## src/aoc_pkg.sv

```systemverilog
// ----------------------------------------------------------------------------
// aoc_pkg: shared types and constants for the adc offset calibration block
// Register indexes, sequencer states, lane control bundle and default sizes.
// ----------------------------------------------------------------------------
package aoc_pkg;

    // default sizes handed to the top level parameters
    localparam int SAMPLE_W_DEF = 32;
    localparam int COUNT_W_DEF  = 16;

    // configuration port
    localparam int CFG_DATA_W = 32;
    localparam int CFG_IDX_W  = 1;
    localparam int DC_OFF_W   = 32;

    // reset value of the calibration sample count
    localparam int SAMPLE_COUNT_RST = 1024;

    // number of phase current lanes
    localparam int NUM_LANES = 3;

    // register indexes
    typedef enum logic [CFG_IDX_W-1:0] {
        REG_SAMPLE_COUNT = 1'b0,
        REG_DC_OFFSET    = 1'b1
    } aoc_reg_idx_t;

    // item sequencer states
    typedef enum logic [2:0] {
        ST_IDLE,
        ST_ACC,
        ST_DIV_START,
        ST_DIV_WAIT,
        ST_OUT
    } aoc_state_t;

    // control bundle from the sequencer to every lane
    typedef struct packed {
        logic load;
        logic accum;
        logic div_start;
    } aoc_lane_ctl_t;

endpackage

```

## src/aoc_subsat.sv

```systemverilog
// ----------------------------------------------------------------------------
// aoc_subsat: signed subtract with saturation
// Computes a - b at full precision and clamps to the signed output range.
// ----------------------------------------------------------------------------
module aoc_subsat #(
    parameter int AW = 32,
    parameter int BW = 32,
    parameter int OW = 32
) (
    input  logic signed [AW-1:0] a,
    input  logic signed [BW-1:0] b,
    output logic signed [OW-1:0] y
);

    localparam int DW = ((AW > BW) ? AW : BW) + 1;
    localparam logic signed [DW-1:0] HI = {{(DW-OW+1){1'b0}}, {(OW-1){1'b1}}};
    localparam logic signed [DW-1:0] LO = ~HI;

    logic signed [DW-1:0] a_ext;
    logic signed [DW-1:0] b_ext;
    logic signed [DW-1:0] diff;

    // full precision difference
    assign a_ext = {{(DW-AW){a[AW-1]}}, a};
    assign b_ext = {{(DW-BW){b[BW-1]}}, b};
    assign diff  = a_ext - b_ext;

    // clamp to output range
    always_comb
    begin
        if (diff > HI)
        begin
            y = HI[OW-1:0];
        end
        else if (diff < LO)
        begin
            y = LO[OW-1:0];
        end
        else
        begin
            y = diff[OW-1:0];
        end
    end

endmodule

```

## src/aoc_div.sv

```systemverilog
// ----------------------------------------------------------------------------
// aoc_div: serial restoring divider
// Unsigned dividend by unsigned divisor, one quotient bit per cycle.
// ----------------------------------------------------------------------------
module aoc_div #(
    parameter int DVD_W = 48,
    parameter int DVS_W = 16
) (
    input  logic             clk,
    input  logic             rst_n,
    input  logic             start,
    input  logic [DVD_W-1:0] dividend,
    input  logic [DVS_W-1:0] divisor,
    output logic             done,
    output logic [DVD_W-1:0] quotient
);

    localparam int CNT_W = $clog2(DVD_W + 1);

    logic [DVD_W-1:0] quo_reg;
    logic [DVD_W-1:0] quo_next;
    logic [DVS_W-1:0] rem_reg;
    logic [DVS_W-1:0] rem_next;
    logic [DVS_W-1:0] dvs_reg;
    logic [CNT_W-1:0] cnt_reg;
    logic             done_reg;
    logic [DVS_W:0]   rem_sh;
    logic [DVS_W+1:0] trial;
    logic             fits;

    // one restoring step
    always_comb
    begin
        rem_sh   = {rem_reg, quo_reg[DVD_W-1]};
        trial    = {1'b0, rem_sh} - {2'b00, dvs_reg};
        fits     = ~trial[DVS_W+1];
        rem_next = fits ? trial[DVS_W-1:0] : rem_sh[DVS_W-1:0];
        quo_next = {quo_reg[DVD_W-2:0], fits};
    end

    // iteration count and completion pulse
    always_ff @(posedge clk or negedge rst_n)
    begin
        if (!rst_n)
        begin
            cnt_reg  <= '0;
            done_reg <= 1'b0;
        end
        else
        begin
            done_reg <= (cnt_reg == CNT_W'(1)) && !start;
            if (start)
            begin
                cnt_reg <= CNT_W'(DVD_W);
            end
            else if (cnt_reg != '0)
            begin
                cnt_reg <= cnt_reg - CNT_W'(1);
            end
        end
    end

    // datapath
    always_ff @(posedge clk)
    begin
        if (start)
        begin
            quo_reg <= dividend;
            rem_reg <= '0;
            dvs_reg <= divisor;
        end
        else if (cnt_reg != '0)
        begin
            quo_reg <= quo_next;
            rem_reg <= rem_next;
        end
    end

    assign done     = done_reg;
    assign quotient = quo_reg;

endmodule

```

## src/aoc_lane.sv

```systemverilog
// ----------------------------------------------------------------------------
// aoc_lane: one phase current lane
// Accumulates samples, divides the sum into an offset and corrects samples.
// ----------------------------------------------------------------------------
module aoc_lane #(
    parameter int SW = 32,
    parameter int CW = 16
) (
    input  logic                  clk,
    input  logic                  rst_n,
    input  aoc_pkg::aoc_lane_ctl_t ctl,
    input  logic signed [SW-1:0]  sample,
    input  logic [CW-1:0]         divisor,
    output logic                  div_done,
    output logic signed [SW-1:0]  corrected
);

    localparam int ACCW = SW + CW;

    logic signed [SW-1:0]   sample_reg;
    logic signed [ACCW-1:0] sum_reg;
    logic signed [ACCW-1:0] sum_next;
    logic                   neg_reg;
    logic signed [SW-1:0]   offset_reg;
    logic signed [SW-1:0]   offset_next;
    logic [ACCW-1:0]        mag;
    logic [ACCW-1:0]        dividend;
    logic [ACCW-1:0]        quotient;
    logic signed [ACCW:0]   q_signed;

    // accumulate and round to nearest by adding half the divisor to the magnitude
    always_comb
    begin
        sum_next = sum_reg + {{CW{sample_reg[SW-1]}}, sample_reg};
        mag      = sum_reg[ACCW-1] ? (~sum_reg + ACCW'(1)) : sum_reg;
        dividend = mag + {{(ACCW-CW+1){1'b0}}, divisor[CW-1:1]};
        q_signed = neg_reg ? -$signed({1'b0, quotient}) : $signed({1'b0, quotient});
    end

    aoc_div #(
        .DVD_W (ACCW),
        .DVS_W (CW)
    ) u_div (
        .clk      (clk),
        .rst_n    (rst_n),
        .start    (ctl.div_start),
        .dividend (dividend),
        .divisor  (divisor),
        .done     (div_done),
        .quotient (quotient)
    );

    // offset clamp to sample range
    aoc_subsat #(
        .AW (ACCW + 1),
        .BW (1),
        .OW (SW)
    ) u_off_sat (
        .a (q_signed),
        .b (1'b0),
        .y (offset_next)
    );

    // sample minus offset
    aoc_subsat #(
        .AW (SW),
        .BW (SW),
        .OW (SW)
    ) u_corr_sat (
        .a (sample_reg),
        .b (offset_reg),
        .y (corrected)
    );

    // state registers
    always_ff @(posedge clk or negedge rst_n)
    begin
        if (!rst_n)
        begin
            sum_reg    <= '0;
            offset_reg <= '0;
            neg_reg    <= 1'b0;
        end
        else
        begin
            if (ctl.accum)
            begin
                sum_reg <= sum_next;
            end
            if (ctl.div_start)
            begin
                neg_reg <= sum_reg[ACCW-1];
            end
            if (div_done)
            begin
                offset_reg <= offset_next;
            end
        end
    end

    // input sample holding register
    always_ff @(posedge clk)
    begin
        if (ctl.load)
        begin
            sample_reg <= sample;
        end
    end

endmodule

```

## src/adc_offset_calibration.sv

```systemverilog
// ----------------------------------------------------------------------------
// adc_offset_calibration: adc offset calibration by averaging
// Three phase current lanes average their first samples into offsets and
// subtract them; the dc link voltage has a configured offset removed.
// ----------------------------------------------------------------------------
// Usage:
//   Input items arrive on s_tvalid/s_tready/s_tdata, one frame of three phase
//   currents and one dc link voltage each. Every item yields one result on
//   m_tvalid/m_tready/m_tdata with calibration_done on m_tuser.
//   While calibrating, an item takes the sequencer through load, accumulate
//   and output, and its result is registered in the output state; after
//   calibration the accumulate step is skipped. The item that completes
//   calibration additionally runs the three lane dividers in parallel: a
//   start step, then SAMPLE_WIDTH + COUNT_WIDTH quotient bits, one per cycle,
//   then the output step once all three are done. The sequencer handles one
//   item at a time. The output register holds a result until taken, and the
//   next item is accepted meanwhile; a stalled receiver holds the block in
//   its output state once that item is done. Reset clears the sums, sample
//   counter, offsets and done flag and sets the sample count to 1024 and the
//   dc offset to zero. Registers are to be written only while the block is
//   idle, through cfg_we/cfg_index/cfg_data; the user must ensure this, as
//   the block itself does not enforce it.
// ----------------------------------------------------------------------------
module adc_offset_calibration #(
    parameter int SAMPLE_WIDTH = aoc_pkg::SAMPLE_W_DEF,
    parameter int COUNT_WIDTH  = aoc_pkg::COUNT_W_DEF
) (
    input  logic                                 clk,
    input  logic                                 rst_n,
    // phase_u_sample, phase_v_sample, phase_w_sample, dc_voltage_sample
    input  logic [((4*SAMPLE_WIDTH+7)/8)*8-1:0]  s_tdata,
    input  logic                                 s_tvalid,
    output logic                                 s_tready,
    // corrected_u_current, corrected_v_current, corrected_w_current,
    // corrected_dc_voltage
    output logic [((4*SAMPLE_WIDTH+7)/8)*8-1:0]  m_tdata,
    // calibration_done
    output logic                                 m_tuser,
    output logic                                 m_tvalid,
    input  logic                                 m_tready,
    input  logic                                 cfg_we,
    input  logic [aoc_pkg::CFG_IDX_W-1:0]        cfg_index,
    input  logic [aoc_pkg::CFG_DATA_W-1:0]       cfg_data
);

    localparam int SW     = SAMPLE_WIDTH;
    localparam int CW     = COUNT_WIDTH;
    localparam int DATA_W = ((4*SW+7)/8)*8;
    localparam int NL     = aoc_pkg::NUM_LANES;

    aoc_pkg::aoc_state_t    state_reg;
    aoc_pkg::aoc_state_t    state_next;
    aoc_pkg::aoc_lane_ctl_t lane_ctl;

    logic [CW-1:0]                   count_cfg_reg;
    logic signed [aoc_pkg::DC_OFF_W-1:0] dc_off_reg;
    logic [CW-1:0]                   seen_reg;
    logic [CW-1:0]                   seen_next;
    logic                            done_reg;
    logic                            done_next;
    logic [CW-1:0]                   target;
    logic [CW-1:0]                   divisor;
    logic                            out_load;
    logic [NL-1:0]                   lane_done;
    logic signed [SW-1:0]            lane_corr [NL];
    logic signed [SW-1:0]            dc_sample_reg;
    logic signed [SW-1:0]            dc_corr;
    logic                            m_tvalid_reg;
    logic [DATA_W-1:0]               m_tdata_reg;
    logic                            m_tuser_reg;
    logic [DATA_W-1:0]               out_word;

    // configuration registers
    always_ff @(posedge clk or negedge rst_n)
    begin
        if (!rst_n)
        begin
            count_cfg_reg <= CW'(aoc_pkg::SAMPLE_COUNT_RST);
            dc_off_reg    <= '0;
        end
        else if (cfg_we)
        begin
            unique case (cfg_index)
                aoc_pkg::REG_SAMPLE_COUNT: count_cfg_reg <= cfg_data[CW-1:0];
                aoc_pkg::REG_DC_OFFSET:    dc_off_reg    <= cfg_data[aoc_pkg::DC_OFF_W-1:0];
                default:                   ;
            endcase
        end
    end

    // calibration target and divisor; a zero count means one sample
    assign target  = (count_cfg_reg == '0) ? CW'(1) : count_cfg_reg;
    assign divisor = (seen_reg == '0) ? CW'(1) : seen_reg;

    // current lanes
    for (genvar i = 0; i < NL; i++)
    begin : g_lane
        aoc_lane #(
            .SW (SW),
            .CW (CW)
        ) u_lane (
            .clk       (clk),
            .rst_n     (rst_n),
            .ctl       (lane_ctl),
            .sample    (s_tdata[i*SW +: SW]),
            .divisor   (divisor),
            .div_done  (lane_done[i]),
            .corrected (lane_corr[i])
        );
    end

    // dc voltage path
    always_ff @(posedge clk)
    begin
        if (lane_ctl.load)
        begin
            dc_sample_reg <= s_tdata[3*SW +: SW];
        end
    end

    aoc_subsat #(
        .AW (SW),
        .BW (aoc_pkg::DC_OFF_W),
        .OW (SW)
    ) u_dc_sat (
        .a (dc_sample_reg),
        .b (dc_off_reg),
        .y (dc_corr)
    );

    // sequencer state register
    always_ff @(posedge clk or negedge rst_n)
    begin
        if (!rst_n)
        begin
            state_reg <= aoc_pkg::ST_IDLE;
            seen_reg  <= '0;
            done_reg  <= 1'b0;
        end
        else
        begin
            state_reg <= state_next;
            seen_reg  <= seen_next;
            done_reg  <= done_next;
        end
    end

    // sequencer next state and controls
    always_comb
    begin
        state_next         = state_reg;
        seen_next          = seen_reg;
        done_next          = done_reg;
        lane_ctl           = '0;
        s_tready           = 1'b0;
        out_load           = 1'b0;
        unique case (state_reg)
            aoc_pkg::ST_IDLE:
            begin
                s_tready = 1'b1;
                if (s_tvalid)
                begin
                    lane_ctl.load = 1'b1;
                    state_next    = done_reg ? aoc_pkg::ST_OUT : aoc_pkg::ST_ACC;
                end
            end
            aoc_pkg::ST_ACC:
            begin
                lane_ctl.accum = 1'b1;
                seen_next      = seen_reg + CW'(1);
                if ((seen_next >= target) || (seen_next == '0))
                begin
                    state_next = aoc_pkg::ST_DIV_START;
                end
                else
                begin
                    state_next = aoc_pkg::ST_OUT;
                end
            end
            aoc_pkg::ST_DIV_START:
            begin
                lane_ctl.div_start = 1'b1;
                state_next         = aoc_pkg::ST_DIV_WAIT;
            end
            aoc_pkg::ST_DIV_WAIT:
            begin
                if (&lane_done)
                begin
                    done_next  = 1'b1;
                    state_next = aoc_pkg::ST_OUT;
                end
            end
            aoc_pkg::ST_OUT:
            begin
                if (!m_tvalid_reg || m_tready)
                begin
                    out_load   = 1'b1;
                    state_next = aoc_pkg::ST_IDLE;
                end
            end
            default:
            begin
                state_next = aoc_pkg::ST_IDLE;
            end
        endcase
    end

    // merge lane results into one output word
    always_comb
    begin
        out_word = '0;
        for (int i = 0; i < NL; i++)
        begin
            out_word[i*SW +: SW] = lane_corr[i];
        end
        out_word[3*SW +: SW] = dc_corr;
    end

    // output register valid
    always_ff @(posedge clk or negedge rst_n)
    begin
        if (!rst_n)
        begin
            m_tvalid_reg <= 1'b0;
        end
        else if (out_load)
        begin
            m_tvalid_reg <= 1'b1;
        end
        else if (m_tready)
        begin
            m_tvalid_reg <= 1'b0;
        end
    end

    // output register payload
    always_ff @(posedge clk)
    begin
        if (out_load)
        begin
            m_tdata_reg <= out_word;
            m_tuser_reg <= done_reg;
        end
    end

    assign m_tvalid = m_tvalid_reg;
    assign m_tdata  = m_tdata_reg;
    assign m_tuser  = m_tuser_reg;

`ifndef SYNTH
    // once calibration is done it stays done
    a_done_sticky: assert property (@(posedge clk) disable iff (!rst_n)
        done_reg |=> done_reg)
        else $error("calibration done flag cleared");

    // the three lane dividers finish together
    a_lanes_aligned: assert property (@(posedge clk) disable iff (!rst_n)
        (lane_done[0] == lane_done[1]) && (lane_done[1] == lane_done[2]))
        else $error("lane dividers out of step");

    // division only starts while calibration is still running
    a_div_once: assert property (@(posedge clk) disable iff (!rst_n)
        lane_ctl.div_start |-> !done_reg)
        else $error("division started after calibration done");

    // accumulation follows an accepted item
    a_acc_after_accept: assert property (@(posedge clk) disable iff (!rst_n)
        (state_reg == aoc_pkg::ST_ACC) |-> $past(s_tvalid && s_tready))
        else $error("accumulate without accepted item");
`endif

endmodule

```

## config.mk

```make
export PLATFORM = sky130hd
export DESIGN_NAME = adc_offset_calibration
export DESIGN_NICKNAME = d
export VERILOG_FILES = /design/src/aoc_pkg.sv /design/src/aoc_subsat.sv /design/src/aoc_div.sv /design/src/aoc_lane.sv /design/src/adc_offset_calibration.sv
export SDC_FILE = /design/constraint.sdc
export NUM_CORES = 2
export LEC_CHECK = 0
export BUFFER_PORTS_ARGS = -buffer_cell sky130_fd_sc_hd__buf_4
export CAP_MARGIN = 10
export CORE_MARGIN = 4
export CORE_UTILIZATION = 30
export CTS_BUF_LIST = sky130_fd_sc_hd__clkbuf_8
export DETAILED_ROUTE_END_ITERATION = 8
export PLACE_DENSITY_LB_ADDON = 0.15
export SLEW_MARGIN = 20
export SYNTH_ARGS = -nofsm -noshare
export SYNTH_HDL_FRONTEND = slang
export SYNTH_SLANG_ARGS = --single-unit
```

## constraint.sdc

```tcl
create_clock -name clk -period 5 [get_ports clk]
set_input_delay 0 -clock clk [delete_from_list [all_inputs] [get_ports clk]]
set_output_delay 0 -clock clk [all_outputs]
set_load 0.02 [all_outputs]
```

### Word-level counts from Yosys, hierarchy flattened

Index checks and enable logic that the tools add are counted.

* bitwise logic cells: 7
* eq/ne operators: 10
* mux-type cells: 48
* $add $sub $neg: 23
* order comparisons: 15
* reductions and logical operators: 23

Operators by type and width (number)
* 48-bit two-way mux: 9
* 32-bit two-way mux: 10
* 49-bit by 32-bit > comparator with 1-bit output, second input constant: 3
* 49-bit by 32-bit < comparator with 1-bit output, second input constant: 3
* 49-bit two-way mux: 3
* 48-bit negation with 49-bit output: 3
* 48-bit by 15-bit adder with 48-bit output: 3
* 48-bit by 2-bit adder with 48-bit output, second input constant: 3
* 48-bit adder: 3
* 48-bit NOT: 3
* 33-bit by 32-bit > comparator with 1-bit output, second input constant: 4
* 33-bit by 32-bit < comparator with 1-bit output, second input constant: 4
* 32-bit by 32-bit subtractor with 33-bit output: 4
* 16-bit two-way mux: 5
* 17-bit by 16-bit subtractor with 18-bit output: 3
* 16-bit logical NOT: 3
* 6-bit two-way mux: 6
* 6-bit by 1-bit == test with 1-bit output, second input constant: 3
* 6-bit nonzero test: 3
* 6-bit by 1-bit subtractor with 6-bit output, second input constant: 3
* 16-bit by 1-bit adder with 16-bit output, second input constant: 1
* 16-bit greater-or-equal comparator: 1
* 3-bit two-way mux: 5
* 3-bit one-hot mux with 5 select lines: 1
* other kinds (14): 37

* output and inout port bits: 131
* flip-flop bits (word level): 798
* word-level logic and storage cells: 164

### Longest topological paths before layout

* depth in word-level cells: 6
* mapped depth: 21
* depth with buffers taken out: 19

### Hierarchy

A second synthesis with hierarchy kept.

* cells, all modules: 7657
* area total of the unflattened synthesis: 70760.4 µm²

By module, submodules not included
* aoc_div: cells each 363, area an instance 4480.5 µm², times used 3
* aoc_lane (g_lane[0].u_lane): cells each 1180, area an instance 10501.3 µm², times used 1
* aoc_lane (g_lane[1].u_lane): cells each 1148, area an instance 10237.3 µm², times used 1
* aoc_lane (g_lane[2].u_lane): cells each 1096, area an instance 10038.4 µm², times used 1
* aoc_subsat (g_lane[0].u_lane.u_off_sat ...): cells each 452, area an instance 3169.3 µm², times used 3
* adc_offset_calibration: cells each 524, area an instance 8565.7 µm², times used 1
* aoc_subsat (g_lane[0].u_lane.u_corr_sat ...): cells each 316, area an instance 2117.0 µm², times used 4

### Worst setup path before layout

OpenSTA, ideal clock, no wires.

* kind: register to register
* start: reg g_lane[0].u_lane.sum_reg[47]
* end: reg g_lane[0].u_lane.u_div.quo_reg[44], data pin
* required time: 4.736 ns
* stages on the path, launching flop included: 21
* setup time: 0.264 ns
* arrival: 4.708 ns
* clock period less this slack: 4.972 ns
* path slack: 0.028 ns
* cells stage by stage: dfrtp_1 > clkbuf_1 > clkbuf_1 > clkbuf_1 > clkbuf_1 > clkbuf_1 > nand2_1 > o21ai_0 > inv_1 > fa_1 > nor2b_1 > o21a_1 > o21ai_0 > a21oi_1 > o211ai_1 > a221oi_1 > nand4_1 > nor4_2 > nand2_1 > xor2_1 > o21ai_1

* cells in the longest elaborated chain, start to end: 3

RTL lines
* start, declared: line aoc_lane.sv:21 `logic signed [ACCW-1:0] sum_reg;`
* start signal, assigned: line aoc_lane.sv:88 `sum_reg <= sum_next;`
* 48-bit two-way mux: line aoc_lane.sv:35 `mag = sum_reg[ACCW-1] ? (~sum_reg + ACCW'(1)) : sum_reg;`
* 48-bit by 15-bit adder with 48-bit output: line aoc_lane.sv:36 `dividend = mag + {{(ACCW-CW+1){1'b0}}, divisor[CW-1:1]};`
* 48-bit two-way mux: line aoc_div.sv:66 `if (start)`
* end signal, assigned: line aoc_div.sv:68 `quo_reg <= dividend;`
* end signal, assigned: line aoc_div.sv:74 `quo_reg <= quo_next;`
* end, declared: line aoc_div.sv:20 `logic [DVD_W-1:0] quo_reg;`

Every way passes these cells.
A chain may end at the register's enable or synchronous reset.

### Worst setup path after layout

* start: reg g_lane[0].u_lane.sum_reg[11]
* end: reg g_lane[0].u_lane.u_div.quo_reg[45], data pin

* cells in the longest elaborated chain, start to end: 5

RTL lines (line)
* 48-bit NOT: aoc_lane.sv:35
* 48-bit by 2-bit adder with 48-bit output: aoc_lane.sv:35
* 48-bit two-way mux (*): aoc_lane.sv:35
* 48-bit by 15-bit adder with 48-bit output (*): aoc_lane.sv:36
* 48-bit two-way mux (*): aoc_div.sv:66

Mark *: on every way between the ends. The rest lies on a longest branch, timed or not.

==> results.md <==
- Status: finished, final reports clean
- Commonest register cell after synthesis: edfxtp_1
- Worst hold margin: roughly 86 ps
- Final hold vios: 0
- Hpwl dp: between 100000 and 150000 microns
- Crit-path slowest cell: or4_1
- Post-synthesis instance total: ~6500
- CTS Buf Count: 160
- Area of the multi-input gates: between 0.03 and 0.04 sq mm
- H-tree depth: 4
- Area grow syn2layout: 22.1%
- DR vias/cell: about 5.1
- Kind of cell adding the most delay to the critical path: simple AND/OR/NAND/NOR gates
- Fin crit period: approximately 4800 ps
- TritonCTS clock tree: yes
- Synthesized area: around 0.058 sq mm
- Clock skew: around 57 ps
- HP Class: in2reg
- Max Slew Vio Count: 0
- Max_cap viols: 0
- Ys Warns: 0
- RSZ-0062 raised after global routing: false
- Worst IR Drop VDD: ~0.00031 V
- Root buffer cell: clkbuf_8
- EDFF count, synth: approximately 420
- Nets: a little under 8000
- WHS Path Cells: 5
- Final worst setup slack: around 240 ps
- Worst Min Path Start: cfg_index
- Reg-to-Reg Start: g_lane[0].u_lane.sum_reg[11]
- Final WL: 179000 microns
- Die height: approximately 450 microns
- Die W: 447 microns
- Worst EP required: around 5600 ps
- Final Power: 49900 uW
- Row cnt: 160
- Final setup TNS: 0 ps
- Crit path kind: reg2reg
- RD Place Congestion: around 0.9
- Critical path buffers and inverters: 0
- Die area: roughly 0.2 sq mm
- Vias in the first global route: a little under 50000
- Routed len/inst: between 15 and 20 microns
- Max stage delay on crit path: 590 ps
- CORE AREA: ~0.19 sq mm
- Max frequency: 210 MHz
- First-pass GRT wire length: between 200000 and 300000 microns
- Clk sinks: between 700 and 800
- Register area share after synthesis: a little under two fifths
- Fraction of registers with async set/reset: 41.7%
- Critical Path Start Type: flip-flop
- R2R Path End: g_lane[0].u_lane.u_div.quotient[45]
- Clock Pin Slew Worst Setup and Hold Paths: ~60 ps
- Drt initial violations: slightly below 3000
- Initial antenna violation count: 5
- Worst setup EP type: flip-flop
- Worst Path Arrival: ~5400 ps
- Worst Setup SP: g_lane[0].u_lane.sum_reg[11]
- Worst-Skew Late Latency: just over 900 ps
- I/O Buffers: slightly below 300
- Crit-path cells: or4_1, or3_1, nor4_4, a211oi_1, a2111oi_4, or4b_4, or4_4, or4b_4, nor2_1, xor2_1, o21ai_1
- Worst Tran Pin Value: approximately 1100 ps
- P per Cell Area: 706 mW/mm^2
- FF+latch area: roughly 0.022 sq mm
- Leakage power: between 0.02 and 0.03 uW
- Most common cell on crit path: or4b_4
- Initial Utilization: 30.3%
- Core Util, Final: approximately 37%
- Layout cells sized above 1: between 10% and 20%
- Filler cell count: 19500
- Fin crit share: 95.3%
- Overflow after GRT: 0
- Slew headroom: roughly 25%
- Number of I/O pins: 297
- Setup violators final: 0
- Bufs on Longest Clock Path: 3
- DP Worst Slack: 10.0 ps
- Worst R2R Setup Slack: around 240 ps
- Residual DRC: 0
- Yosys reg bits: around 800
- Post-route ant nets: 0
- Synth cell types: 93
- DR pass1 iterations: 6
- Largest net degree at the start of global routing: 110
- Worst hold path endpoint: count_cfg_reg[10]
- Vias: just over 50000
- Gr usage total: between 15 and 20%
- Syn Nets: slightly above 7000
- Critical Path Fanout Max: 6
- Reg2Reg Depth: 11
- Syn_area_per_cell: a little under 9 sq um
[timing repair]
item / 4_1_cts / 5_1_grt
gates resized for setup: 1 / 10
setup endpoints to repair: 2 / 28
pin swaps: 0 / 2
endpoints found under the hold margin: 564 / 0
buffers inserted: 0 / 1
hold buffers: 353 / 0
[metal layers]
layer  part of all wire [%]  routed length [microns]  up-vias  global-route usage, %
li1                       -                        -    25200                      -
met5                      0                        0        -                      0
met4                    2.2                     3990        0                   4.77
met1                     48                    85800    23900                   24.2
met3                    4.1                     7440      236                   2.46
met2                     46                    82200      983                   28.4
[layout by cell type (no fill, tap or decap), types with 60 or more instances in the layout]
master	n
edfxtp_1	417
xor2_1	281
a31oi_1	61
dfrtp_1	331
nor4_1	60
ha_1	393
xnor2_1	405
a21o_1	204
nand2b_1	86
nor3_1	132
o21ai_0	720
o31ai_1	107
clkbuf_8	181
a21oi_1	418
nand4_1	69
nor2_1	420
nand3_1	113
buf_4	458
inv_1	374
dlygate4sd3_1	352
or3_1	73
nand2_1	657
[Yosys cell counts, types with 14 or more instances]
master	count	area share [%]
inv_1	319	2.1
nand4_1	69	0.75
or4_1	57	0.74
o31a_1	20	0.30
o22ai_1	41	0.44
nand3_1	115	0.99
a21o_1	204	2.6
dfxtp_1	48	1.7
or2_2	28	0.30
xnor2_1	405	6.1
mux2i_1	22	0.38
or3_1	74	0.80
o41ai_1	46	0.70
clkbuf_1	287	1.9
o211ai_1	26	0.34
a31oi_1	61	0.66
ha_1	393	8.5
edfxtp_1	417	22
nand2b_1	86	0.93
o21a_1	56	0.73
a2111oi_0	16	0.24
a211oi_1	59	0.77
nor3b_1	15	0.19
xor2_1	281	4.3
o21ai_0	720	6.2
mux2_2	49	0.95
and2_1	31	0.34
nand2_1	661	4.3
nor2b_1	58	0.63
a211o_1	23	0.35
a221oi_1	14	0.21
nor4_1	61	0.66
nor2_1	421	2.7
o21bai_1	34	0.44
and3_1	54	0.58
dfrtp_1	332	14
o31ai_1	110	1.4
a21oi_1	419	3.6
nor3_1	134	1.2
[metrics by stage]
step                cells  instance area (sq um)
floorplan            6510                  57800
finish               9848                  70600
detailed placement   9186                  63600
global route         9848                  70600
global placement     9186                  63600
CTS                  9840                  70500
[worst register-to-register path, cell delays in order, from the launching register on]
cell and delay [ps]:
dfrtp_1 420, or4_1 590, or3_1 490, nor4_4 510, a211oi_1 260, a2111oi_4 300
or4b_4 530, or4_4 540, or4b_4 520, nor2_1 130, xor2_1 160, o21ai_1 70
[report_power, final]
| group | switching, uW | total, uW | internal [uW] |
|---|---|---|---|
| logic | 16700 | 28900 | 12200 |
| clock network | 3280 | 7270 | 3990 |
| registers | 2970 | 13700 | 10800 |
[final cells by class]
class,count,area share (%)
Multi-Input combinational cell,5086,47.9
Sequential cell,798,30.9
Timing Repair Buffer,824,10.2
Tap cell,2511,4.45
Clock buffer,181,3.53
Inverter,321,1.71
Clock inverter,120,1.30
Antenna cell,7,0.0248
[cells by family (layout without fill, tap and decap cells)]
kind of cell             Yosys count  in the layout  share of synthesized area [%]
flip-flops                       798            798                           37.7
AND/OR/NAND/NOR                 1926           1926                           16.1
XOR/XNOR                         686            686                           10.4
buffers and inverters            626           1446                           4.12
other                              0              7                              0
multiplexers                      71             71                           1.33
AO/OA/AOI/OAI                   1990           1990                           21.3
adder cells (fa/ha/maj)          413            413                           9.07
[how the worst max path moves through the flow]
stage / cells past startpoint / slack, ps / endpoint
6_report: 11 / 240 / g_lane[0].u_lane.u_div.quotient[45]
5_1_grt: 17 / 8 / g_lane[1].u_lane.u_div.quotient[41]
4_1_cts: 20 / 190 / g_lane[2].u_lane.u_div.quotient[42]
3_5_place_dp: 17 / 10 / g_lane[1].u_lane.u_div.quotient[43]
3_3_place_gp: 17 / 40 / g_lane[1].u_lane.u_div.quotient[43]
2_1_floorplan: 20 / 30 / g_lane[0].u_lane.u_div.quotient[44]
Power figures use the tool's default switching activity.
